### config.mk
export PLATFORM = sky130hd
export DESIGN_NAME = dpg_mul2
export DESIGN_NICKNAME = d
export VERILOG_FILES = /design/src/hdl/dpg_pkg.sv /design/src/hdl/dpg_mul2.sv
export SDC_FILE = /design/constraint.sdc
export NUM_CORES = 2
export LEC_CHECK = 0
export ABC_AREA = 1
export BUFFER_PORTS_ARGS = -buffer_cell sky130_fd_sc_hd__buf_2
export CAP_MARGIN = 20
export CORE_MARGIN = 2
export CORE_UTILIZATION = 30
export CTS_BUF_LIST = sky130_fd_sc_hd__clkbuf_8
export DETAILED_ROUTE_END_ITERATION = 10
export GPL_TIMING_DRIVEN = 0
export SLEW_MARGIN = 20
export SYNTH_ARGS = -nofsm -noshare
export SYNTH_HDL_FRONTEND = slang
export SYNTH_SLANG_ARGS = --single-unit
### constraint.sdc
create_clock -name clk_i -period 1.8 [get_ports clk_i]
set_clock_uncertainty 0.2 [all_clocks]
set_input_delay 0.45 -clock clk_i [delete_from_list [all_inputs] [get_ports clk_i]]
set_output_delay 0.45 -clock clk_i [all_outputs]
set_load 0.01 [all_outputs]
### src/hdl/dpg_pkg.sv
// ----------------------------------------------------------------------------
// dpg_pkg
// shared constants, pipeline control type and a max helper for the disc
// potential and gradient unit
// ----------------------------------------------------------------------------
package dpg_pkg;

  // default number of fraction bits of the fixed point format
  localparam int DefFracBits = 24;

  // field widths
  localparam int UW = 31;  // unsigned fields and registers
  localparam int SW = 32;  // signed fields

  // configuration register indexes
  localparam int CfgIdxW = 2;
  localparam logic [CfgIdxW-1:0] REG_SCALE_A   = 2'd0;
  localparam logic [CfgIdxW-1:0] REG_HEIGHT_SQ = 2'd1;
  localparam logic [CfgIdxW-1:0] REG_GRAV_MASS = 2'd2;

  // control that every pipelined unit receives
  typedef struct packed {
    logic adv;  // whole pipeline moves one stage
    logic vld;  // transaction presented at the unit input
  } dpg_ctrl_t;

  function automatic int dpg_max(input int x, input int y);
    return (x > y) ? x : y;
  endfunction

endpackage

### src/hdl/dpg_mul2.sv
// ----------------------------------------------------------------------------
// dpg_mul2
// two stage multiply-add, p = a * b + c, split into two partial products
// ----------------------------------------------------------------------------
module dpg_mul2 #(
  parameter int AW  = 32,
  parameter int BW  = 32,
  parameter int CW  = 1,
  parameter int PW  = 64,
  parameter int SBW = 1
) (
  input  logic               clk_i,
  input  logic               rst_ni,
  input  dpg_pkg::dpg_ctrl_t ctrl_i,
  input  logic [AW-1:0]      a_i,
  input  logic [BW-1:0]      b_i,
  input  logic [CW-1:0]      c_i,
  input  logic [SBW-1:0]     side_i,
  output logic               valid_o,
  output logic [PW-1:0]      p_o,
  output logic [SBW-1:0]     side_o
);
  import dpg_pkg::*;

  localparam int LW = BW / 2;
  localparam int HW = BW - LW;
  localparam int FW = dpg_max(AW + BW, CW) + 1;

  logic               v1_q, v2_q;
  logic [AW+LW-1:0]   lo_q;
  logic [AW+HW-1:0]   hi_q;
  logic [CW-1:0]      c_q;
  logic [SBW-1:0]     s1_q, s2_q;
  logic [PW-1:0]      p_q;
  logic [FW-1:0]      sum_d;

  assign sum_d = FW'(lo_q) + (FW'(hi_q) << LW) + FW'(c_q);

  always_ff @(posedge clk_i or negedge rst_ni) begin
    if (!rst_ni) begin
      v1_q <= 1'b0;
      v2_q <= 1'b0;
    end else if (ctrl_i.adv) begin
      v1_q <= ctrl_i.vld;
      v2_q <= v1_q;
    end
  end

  always_ff @(posedge clk_i) begin
    if (ctrl_i.adv) begin
      lo_q <= (AW+LW)'(a_i) * (AW+LW)'(b_i[LW-1:0]);
      hi_q <= (AW+HW)'(a_i) * (AW+HW)'(b_i[BW-1:LW]);
      c_q  <= c_i;
      s1_q <= side_i;
      p_q  <= sum_d[PW-1:0];
      s2_q <= s1_q;
    end
  end

  assign valid_o = v2_q;
  assign p_o     = p_q;
  assign side_o  = s2_q;

endmodule

Yosys cells after proc, flatten, opt, wreduce, memory -nomap -nowiden
Cells that the tools add are included.
{"block": "word_totals", "reg_bits": 165, "in_bits": 70, "out_inout_bits": 66, "word_cells": 12}
{"block": "classes", "n_addsub": 2, "n_mul": 2}
{"operator": "32-bit by 16-bit multiplier with 48-bit output", "count": 2}
{"operator": "48-bit by 64-bit adder with 64-bit output", "count": 1}
{"operator": "64-bit by 1-bit adder with 64-bit output", "count": 1}

Depth between registers and ports, before layout
{"block": "depth", "ltp_word": 2, "depth_mapped": 28}

Worst setup path after synthesis
OpenSTA, ideal clock, no wires.
{"block": "synth_path", "kind": "input to register", "start": "input b_i[1]", "end": "register lo_q[47] (data pin)", "t_arrival_ns": 5.134, "required_time_ns": 1.346, "path_slack_ns": -3.788, "cell_stages": 23, "path_cell_list": "clkbuf_1 nand2_1 fa_1 inv_1 fa_1 inv_1 fa_1 inv_1 fa_1 fa_1 inv_1 fa_1 inv_1 ha_1 nand2_1 nor2_1 inv_1 nor2_1 nand2_1 nor2_1 nand2_1 nand4_1 nand2_1"}
{"block": "synth_via", "elab_chain_cells": 1}
{"element": "from (decl)", "line_no": "dpg_mul2.sv:16", "text": "input logic [BW-1:0] b_i,"}
{"element": "32-bit by 16-bit multiplier with 48-bit output", "line_no": "dpg_mul2.sv:51", "text": "lo_q <= (AW+LW)'(a_i) * (AW+LW)'(b_i[LW-1:0]);"}
{"element": "to (signal assigned)", "line_no": "dpg_mul2.sv:51"}
{"element": "to (decl)", "line_no": "dpg_mul2.sv:30", "text": "logic [AW+LW-1:0] lo_q;"}
Every way passes these cells.
A chain may end at the register's enable or synchronous reset.

Final worst setup path
{"block": "layout_path", "start": "input b_i[6]", "end": "register lo_q[45] (data pin)"}
The elaborated chain is that of the path after synthesis.

==> flow_metrics.py <==
metrics = {
    "logic_synthesis": {
        "synth_cell_types": 33,
        "synth_area_um2": 44500,
        "synth_common_cells": "nand2_1, inv_1, fa_1, ha_1, nor2_1",
        "synth.area.top_cells": "fa_1, nand2_1, inv_1",
        "synth.largest_area_cell": "fa_1",
        "syn_nets": 7304,
        "synth.most_common_cell": "nand2_1",
        "seq_area_frac_synth_pct": 11.1,
        "ys.flop_type": "edfxtp_1",
        "synth_top_area_share_pct": 37.6,
        "ys_ff_latch": 165,
        "yosysWarningCount": 0,
        "synthArstFlopShare_pct": 1.21,
        "synthCells": 6124,
        "syn_area_per_cell_um2": 7.26,
        "synth-edff-count": 163,
    },
    "route": {
        "wl_per_cell_um": 20.6,
        "drc": 0,
        "via_per_inst": 4.76,
        "drt_iter0_drc": 3678,
        "drt-total-wl_um": 176000,
        "first_pass_iters": 9,
        "final_antenna_net_count": 0,
        "vias": 40700,
    },
    "critical_path": {
        "path_cells": "buf_12 > clkbuf_16 > nand2_4 > inv_2 > fa_1 > inv_2 > fa_2 > fa_1 > inv_2 > fa_2 > fa_1 > inv_2 > fa_1 > inv_2 > ha_4 > nand2_4 > buf_6 > nor2_4 > nand2_1 > nor2_2 > nand3_1 > nand4_1 > nand2_4",
        "path_buf_inv": 8,
        "cp-end-kind": "register",
        "crit_slowest_cell": "fa_1",
        "critical-path-top-delay-family": "adder cells",
        "critPathMaxStageDelay_ns": 0.59,
        "path_common_cell": "inv_2",
        "critPathRequiredTime_ns": 1.85,
        "critPathMaxFanout": 8,
        "criticalPathCategory": "in2reg",
        "crit_arrival_ns": 5.62,
        "cp-start-kind": "input port",
    },
    "global_route": {
        "antenna_found_initial": 6,
        "grt_max_degree": 100,
        "grt_pass1_vias": 41700,
        "grt_first_pass_wirelength_um": 260000,
        "track_usage_pct": 23.0,
        "grt-ovfl-total": 0,
    },
    "timing": {
        "final-hold-violation-count": 0,
        "max_freq_ghz": 0.179,
        "worst_slew_pin_slew_ns": 0.750,
        "fin_crit_ns": 5.58,
        "rsz0062_at_grt": "yes",
        "fin_crit_sh_pct": 310,
        "slew_violations": 0,
        "slew_headroom_pct": 49.6,
        "finalSetupViolations": 138,
        "setup_slack_ns": -3.78,
    },
    "clock_network": {
        "clock_sinks": 165,
        "cts_tree": "done",
        "cts_made_buffers": 17,
        "cts.path.max_buffers": 2,
        "insertion_delay_ns": 0.51,
        "cts_max_level": 4,
        "clk_pin_slew_ns": 0.09,
        "cts_root_buffer": "clkbuf_8",
    },
    "final_layout": {
        "fin_util_pct": 41.6,
        "drive_gt1_share_pct": 29.2,
        "multi_input_area_um2": 37600,
        "register_area_um2": 4940,
        "nNetsFinal": 7795,
        "fin_area_um2": 61400,
        "num_antenna_cells": 0,
        "fillCellCount": 14500,
        "area_growth_pct": 38.0,
    },
    "placed_design": {
        "gp_congestion": 0.973,
        "hpwl_um": 141000,
        "place_ws_ns": -4.92,
        "io_buffers": 135,
        "placed_cell_area_um2": 51700,
    },
    "run_status": {
        "status": "finished, violations left",
        "violations": "setup timing",
    },
    "floorplanning": {
        "ios": 136,
        "dieArea_um2": 151000,
        "design.core.area_um2": 147000,
        "die_y_um": 389,
        "die_w_um": 389,
        "initial_core_util_pct": 30.2,
        "rows": 141,
    },
    "flow_run": {
        "max_cap_violations": 0,
    },
    "worst_hold_path": {
        "min_path_type": "in2reg",
    },
}
[stage by stage]
stage          setup TNS (ns)  instances  hold WS (ns)
6_report              -307.82       8556         0.185
5_1_grt               -319.88       8556         0.183
4_1_cts               -298.66       8485         0.132
3_5_place_dp          -407.24       8190        0.0352
3_3_place_gp          -726.40       8189        0.0339
2_1_floorplan         -280.77       6124       -0.0456
[registers in the layout, summed over array words and instances (netlist names)]
name / cells
lo_q: 48
c_q: 1
v1_q: 1
valid_o: 1
hi_q: 48
p_o: 64
s1_q: 1
side_o: 1
[final cells by class]
type,count,area share (%)
Inverter,1830,11.2
Tap cell,1930,3.93
Clock inverter,13,0.234
Sequential cell,165,8.05
Multi-Input combinational cell,3937,61.2
Timing Repair Buffer,472,7.97
Clock buffer,17,0.381
Buffer,192,6.99
[kinds of logic (layout without fill, tap and decap cells)]
kind of cell,Yosys count,count (layout),share of synthesized area (%)
AOI/OAI and AO/OA,118,118,1.53
buffers and inverters,2022,2524,17.1
DFF,165,165,11.1
xor gates and xnor gates,88,88,1.73
and+or+nand+nor,2621,2621,23.2
adders and majority gates,1110,1110,45.3
[repair_timing]
action	4_1_cts	5_1_grt
setup buffers	239	69
cloned	21	3
endpoints found under the hold margin	5	0
resized for setup	996	471
hold buffers	5	0
pin swaps	364	263
setup endpoints to repair	139	143
[routing by layer]
metal | vias up | share of wire, % | global-route usage, %
li1 | 18300 | - | -
met1 | 20200 | 41 | 30.9
met2 | 1876 | 44 | 36.6
met3 | 392 | 9.4 | 4.58
met4 | 4 | 5.0 | 8.86
met5 | - | 0.015 | 0
[worst register-to-register path, delay by kind of cell, from the launching register on]
family / cells / cell delay [ns]
adders and majority gates: 1 / 0.22
DFF: 1 / 0.54
AOI/OAI and AO/OA: 3 / 0.73
and+or+nand+nor: 5 / 0.44
[cell usage in the layout (no fill, tap or decap), types with 24 or more instances in the layout]
cell       synthesis  layout
buf_2              0      72
inv_2              2     236
nand2_4            0     136
buf_8              0      24
clkbuf_8           0      59
buf_12             0      71
clkbuf_16          0     154
nand3_2           10      46
buf_4              0     216
nand3_1          133      80
buf_6              0      67
nor2_1           244     109
fa_1             836     748
fa_2               0      88
xor2_1            69      38
nand4_1           30      30
nor2_4             2      95
nand2_2            6     340
ha_4               0     113
nand2_1         2138    1661
ha_1             274     154
a21oi_1           79      33
nor2_2            12      54
a21oi_2            0      27
edfxtp_1         163     163
inv_1           1828    1593
[final timing paths]
kind,depth (start not counted),slack [ns],startpoint,to
worst max-delay path,23,-3.78,b_i[6],lo_q[45]
worst min register to register,0,0.25,s1_q,side_o
min in group asynchronous,3,0.60,rst_ni,valid_o
worst min-delay path,3,0.18,b_i[16],hi_q[0]
worst max register to register,9,-0.57,lo_q[44],p_o[48]
max in group asynchronous,3,0.68,rst_ni,v1_q
Power is left out: the tool's default activity adds up to more than one toggle a clock period on the data nets, which glitch-free logic cannot reach.
