File: src/hdl/dpg_pkg.sv
// ----------------------------------------------------------------------------
// dpg_pkg
// shared constants, pipeline control type and a max helper for the disc
// potential and gradient unit
// ----------------------------------------------------------------------------
package dpg_pkg;

  // default number of fraction bits of the fixed point format
  localparam int DefFracBits = 24;

  // field widths
  localparam int UW = 31;  // unsigned fields and registers
  localparam int SW = 32;  // signed fields

  // configuration register indexes
  localparam int CfgIdxW = 2;
  localparam logic [CfgIdxW-1:0] REG_SCALE_A   = 2'd0;
  localparam logic [CfgIdxW-1:0] REG_HEIGHT_SQ = 2'd1;
  localparam logic [CfgIdxW-1:0] REG_GRAV_MASS = 2'd2;

  // control that every pipelined unit receives
  typedef struct packed {
    logic adv;  // whole pipeline moves one stage
    logic vld;  // transaction presented at the unit input
  } dpg_ctrl_t;

  function automatic int dpg_max(input int x, input int y);
    return (x > y) ? x : y;
  endfunction

endpackage

File: src/hdl/dpg_sqrt.sv
// ----------------------------------------------------------------------------
// dpg_sqrt
// pipelined integer square root, one root bit per stage, floor rounding
// ----------------------------------------------------------------------------
module dpg_sqrt #(
  parameter int IW  = 65,
  parameter int SBW = 1,
  parameter int OW  = (IW + 1) / 2
) (
  input  logic               clk_i,
  input  logic               rst_ni,
  input  dpg_pkg::dpg_ctrl_t ctrl_i,
  input  logic [IW-1:0]      rad_i,
  input  logic [SBW-1:0]     side_i,
  output logic               valid_o,
  output logic [OW-1:0]      root_o,
  output logic [SBW-1:0]     side_o
);
  import dpg_pkg::*;

  logic [2*OW-1:0] rad_q  [0:OW];
  logic [OW:0]     rem_q  [0:OW];
  logic [OW-1:0]   root_q [0:OW];
  logic [SBW-1:0]  side_q [0:OW];
  logic            vld_q  [0:OW];

  // input capture
  always_ff @(posedge clk_i or negedge rst_ni) begin
    if (!rst_ni) begin
      vld_q[0] <= 1'b0;
    end else if (ctrl_i.adv) begin
      vld_q[0] <= ctrl_i.vld;
    end
  end

  always_ff @(posedge clk_i) begin
    if (ctrl_i.adv) begin
      rad_q[0]  <= (2*OW)'(rad_i);
      rem_q[0]  <= '0;
      root_q[0] <= '0;
      side_q[0] <= side_i;
    end
  end

  for (genvar k = 0; k < OW; k++) begin : g_stage
    logic [OW+2:0] cur_d;
    logic [OW+2:0] trial_d;
    logic          take_d;

    // bring down two radicand bits and try the next root bit
    assign cur_d   = {rem_q[k], rad_q[k][2*OW-1 -: 2]};
    assign trial_d = (OW+3)'({root_q[k], 2'b01});
    assign take_d  = (cur_d >= trial_d);

    always_ff @(posedge clk_i or negedge rst_ni) begin
      if (!rst_ni) begin
        vld_q[k+1] <= 1'b0;
      end else if (ctrl_i.adv) begin
        vld_q[k+1] <= vld_q[k];
      end
    end

    always_ff @(posedge clk_i) begin
      if (ctrl_i.adv) begin
        rad_q[k+1]  <= rad_q[k] << 2;
        rem_q[k+1]  <= take_d ? (OW+1)'(cur_d - trial_d) : cur_d[OW:0];
        root_q[k+1] <= {root_q[k][OW-2:0], take_d};
        side_q[k+1] <= side_q[k];
      end
    end
  end

  assign valid_o = vld_q[OW];
  assign root_o  = root_q[OW];
  assign side_o  = side_q[OW];

endmodule

File: config.mk
export PLATFORM = sky130hd
export DESIGN_NAME = dpg_sqrt
export DESIGN_NICKNAME = d
export VERILOG_FILES = /design/src/hdl/dpg_pkg.sv /design/src/hdl/dpg_sqrt.sv
export SDC_FILE = /design/constraint.sdc
export NUM_CORES = 2
export LEC_CHECK = 0
export BUFFER_PORTS_ARGS = -buffer_cell sky130_fd_sc_hd__buf_2
export CAP_MARGIN = 30
export CORE_MARGIN = 1.5
export CORE_UTILIZATION = 57
export DETAILED_ROUTE_END_ITERATION = 10
export PLACE_DENSITY = 0.88
export SYNTH_ARGS = -nofsm -noshare
export SYNTH_HDL_FRONTEND = slang
export SYNTH_MEMORY_MAX_BITS = 65536
export SYNTH_SLANG_ARGS = --single-unit
File: constraint.sdc
create_clock -name clk_i -period 3.65 [get_ports clk_i]
set_input_delay 0.73 -clock clk_i [delete_from_list [all_inputs] [get_ports clk_i]]
set_output_delay 0.73 -clock clk_i [all_outputs]
set_load 0.05 [all_outputs]
Word level (Yosys, flattened, before mapping)
Memories as Yosys holds them, arrays and structs flattened.
Cells that the tools add are included.
Cells by class
  $add $sub $neg: 33
  order comparisons: 33
  muxes and demuxes: 35
Operators by type and width (number)
  $ge 36x35->1: 33
  $mux 34: 33
  $sub 34x34->34: 33
  $mux 1: 2
Word-level totals
  flip-flop bits (word level): 34
  memories kept: 4
  memory bits (writable): 4556
  input bits: 70
  word-level logic and storage cells: 139
Memories
  rad_q: depth 34, bits a word 66, read ports 33, clocked after Yosys merged registers in 0, wr ports 34, RTL line dpg_sqrt.sv:21  | logic [2*OW-1:0] rad_q [0:OW];
  rem_q: depth 34, bits a word 34, read ports 33, clocked after Yosys merged registers in 0, wr ports 34, RTL line dpg_sqrt.sv:22  | logic [OW:0] rem_q [0:OW];
  root_q: depth 34, bits a word 33, read ports 34, clocked after Yosys merged registers in 0, wr ports 34, RTL line dpg_sqrt.sv:23  | logic [OW-1:0] root_q [0:OW];
  side_q: depth 34, bits a word 1, read ports 34, clocked after Yosys merged registers in 0, wr ports 34, RTL line dpg_sqrt.sv:24  | logic [SBW-1:0] side_q [0:OW];

Depth between registers and ports, before layout
An unclocked memory read counts as a cell.
  depth in word-level cells: 3
  depth in mapped cells: 15
  gate-level depth less buffers: 13

Worst setup path before layout
OpenSTA, ideal clock, no wires.
  path kind: register to register
  start: memory rem_q[3][8] (netlist bit)
  end: memory rem_q[4][3] (netlist bit) (data pin)
  library setup time: 260 ps
  stages on the path, launching flop included: 10
  setup slack: -188 ps
  data arrival time: 3578 ps
  period minus slack after synthesis: 3838 ps
  cells stage by stage: edfxtp_1 > or4_1 > or3_1 > or4_1 > or3_1 > buf_2 > or4_4 > or4_4 > buf_6 > mux2_4
RTL lines (RTL line)
  start: declaration: dpg_sqrt.sv:22

==> flow_metrics.env <==
export IMPL_via_per_inst=5.88
export IMPL_reg2reg_depth=10
export IMPL_core_region_area_um2=220000
export IMPL_final_common_cell="edfxtp_1"
export IMPL_p_leak_nw=56.0
export IMPL_port_buffers=104
export IMPL_htreeDepth=5
export IMPL_drt_initial_drc_count=7705
export IMPL_grt_first_pass_wirelength_mm=427
export IMPL_cts_root_buf="clkbuf_16"
export IMPL_fin_cells=13400
export IMPL_wl_met2_mm=136
export IMPL_place_area_um2=133000
export IMPL_ant_nets=0
export IMPL_grt_antenna_before_repair=3
export IMPL_syn_inst=9597
export IMPL_place_ws_ns=-0.322
export IMPL_grtUsageTotal=0.240
export IMPL_finalSetupViolCount=42
export IMPL_top_layer="met5"
export IMPL_drv_cap=0
export IMPL_n_fill_cell=15000
export IMPL_path_clk_slew_ns=0.07
export IMPL_ys_seq_area_frac=0.657
export IMPL_vias=79000
export IMPL_gp_congestion=0.967
export IMPL_n_antenna_cell=0
export IMPL_grt_max_degree=130
export IMPL_synth_area_per_cell_um2=13.2
export IMPL_cp_start_kind="flop"
export IMPL_period_share=1.04
export IMPL_yosysUniqueCellTypes=86
export IMPL_multi_input_area_um2=41100
export IMPL_ys_warn_count=0
export IMPL_hp_class="input pin to asynchronous set/reset pin"
export IMPL_synth_seq_cells=2782
export IMPL_dr_wl_met3_mm=18.0
export IMPL_initial_core_util=0.576
export IMPL_synth_edf_count=2748
export IMPL_final_area_um2=145000
export IMPL_dp_cells=12800
export IMPL_rsz0062_at_grt="yes"
export IMPL_grt_pass1_vias=78300
export IMPL_die_h_um=475
export IMPL_r2r_start="rem_q[3][11]"
export IMPL_synthArstFlopShare=0.0122
export IMPL_die_x_um=475
export IMPL_cts_made_buffers=300
export IMPL_layout_common_cells="edfxtp_1 (2748), inv_1 (755), nand2_1 (633), ha_1 (586), a21oi_1 (571)"
export IMPL_skew_ns=0.0820
export IMPL_worst_setup_path_type="flop to flop"
export IMPL_crit_fanout=5
export IMPL_syn_num_nets=10300
export IMPL_dr_pass1_iters=6
export IMPL_io_pins=105
export IMPL_clock_fmax_mhz=263
export IMPL_worst_slew_pin_transition_ns=0.842
export IMPL_finalWorstSetupSlack_ns=-0.150
export IMPL_p_per_area_nw_per_um2=632
export IMPL_clk_latency_ns=0.98
export IMPL_fin_setup_tns_ns=-3.63
export IMPL_crit_path_start="rem_q[3][11]"
export IMPL_holdWs_ns=0.280
export IMPL_netlist_area_um2=127000
export IMPL_place_hpwl_mm=187
export IMPL_m1WireLength_mm=111
export IMPL_r2r_slack_ns=-0.15
export IMPL_violations="setup timing"
export IMPL_totalWireLength_mm=276
export IMPL_wl_per_cell_um=20.5
export IMPL_cts_tree="yes"
export IMPL_synth_main_ff_cell="edfxtp_1"
export IMPL_peakVddDrop_uv=628
export IMPL_area_growth_pct=14.6
export IMPL_gr_total_overflow=0
export IMPL_drv_slew=0
export IMPL_drc_errors=0
export IMPL_fin_crit_ns=3.80
export IMPL_clock_path_buffers=4
export IMPL_drive_above_1_share=0.119
export IMPL_outcome="finished with violations"
export IMPL_layout_nets=10900
export IMPL_required_ns=4.31
export IMPL_cp_end_kind="flop"
export IMPL_row_count=172
export IMPL_slew_headroom=0.424
export IMPL_clkSinkCount=2782
export IMPL_fp_dieArea_um2=225000
export IMPL_ff_latch_area_um2=83400
export IMPL_hold_viol=0
export IMPL_r2r_end="rem_q[4][20]"
export IMPL_cp_endpoint="rem_q[4][20]"
export IMPL_critPathArrivalTime_ns=4.46
[layout make-up]
type | count | area share
flip-flops and latches | 2782 | 0.574
multi-input cells | 5876 | 0.283
clock buffers | 351 | 0.0541
repair buffers | 537 | 0.0315
well taps | 2958 | 0.0255
inverters | 761 | 0.0197
clock inverters | 171 | 0.0128
[logic make-up after synthesis]
logic type | share of synthesized area
flops | 0.657
simple gates | 0.0924
compound gates | 0.0948
buf+inv | 0.0280
xor+xnor | 0.0593
fa+ha+maj | 0.0586
mux | 0.00947
other cells | 0.0000296
[report_power, final]
part,total (W),switching (W),leakage [nW],internal [W]
clock network,0.0303,0.0123,4.75,0.0180
registers,0.0430,0.00271,26.9,0.0402
logic,0.0186,0.0106,24.4,0.00797
total,0.0919,0.0256,56.0,0.0663
[cell usage after synthesis (all sizes together), types with 18 or more instances]
cell type     n  share of area
a211oi       45         0.0027
o21a        111         0.0066
or3          94         0.0046
nand2       638          0.019
xnor2       426          0.029
clkbuf      157         0.0047
a21boi       22         0.0013
a21oi       577          0.023
and3         55         0.0027
o21bai       49         0.0029
and2         25         0.0012
or4          51         0.0031
edfxtp     2748           0.65
nor4        121         0.0060
nor2b        93         0.0046
a21o        277          0.016
nor3        235         0.0093
and4         19         0.0013
nor3b        20         0.0012
o211ai       35         0.0021
buf          22        0.00085
a211o        18         0.0012
mux2         93         0.0083
nand2b      138         0.0068
xor2        433          0.030
nand3       123         0.0049
inv         758          0.022
dfrtp        34         0.0067
o31ai        55         0.0033
ha          594          0.059
nand4       105         0.0052
nor2        531          0.016
o21ai       553          0.022
or2          50         0.0025
nand3b       18         0.0011
a31oi        41         0.0020
[per-layer routing]
layer | global-route usage | vias up
met5 | 0 | -
met4 | 0.0963 | 2
met3 | 0.0392 | 807
met2 | 0.407 | 3303
met1 | 0.309 | 38100
li1 | - | 36900
[stage by stage]
step / total power (W) / util
2_1_floorplan: 0.0551 / -
3_3_place_gp: 0.0605 / 0.606
3_5_place_dp: 0.0613 / 0.606
4_1_cts: 0.0918 / 0.654
5_1_grt: 0.0959 / 0.659
6_report: 0.0919 / 0.659
[repair_timing]
action                                  in CTS  in global routing
endpoints found under the hold margin      101                  0
setup buffers                                5                 34
hold buffers                                68                  0
gates cloned                                 0                  3
pin swaps                                    3                 33
resized for setup                           43                192
endpoints found under the setup margin     108                392
[worst min path at each step]
stage                             start             to  slack [ns]  cells past startpoint
final                            rst_ni      vld_q[32]        0.28                      2
after global routing             rst_ni      vld_q[31]        0.25                      2
after CTS                     ctrl_i[1]  rad_q[12][53]        0.26                      1
after detailed placement   rad_q[9][44]  rad_q[10][46]        0.40                      0
after global placement    rad_q[20][58]  rad_q[21][60]        0.40                      0
after floorplan            rad_q[9][18]  rad_q[10][20]        0.40                      0
[sequential cells by signal, indices dropped and copies added (netlist names)]
name,cells
rem_q,1032
side_q,34
root_q,561
rad_q,1121
valid_o,1
vld_q,33
[critical path: stages, from the launching register on]
cell and delay (ns):
edfxtp_1 0.39, or4_4 0.55, or3_4 0.34, or4_4 0.42
or3_4 0.34, or4_4 0.49, or4_4 0.50, nand3_4 0.16
buf_6 0.14, nor3_1 0.05, xor2_1 0.15
Note: power is estimated with default switching activity, not from simulation.
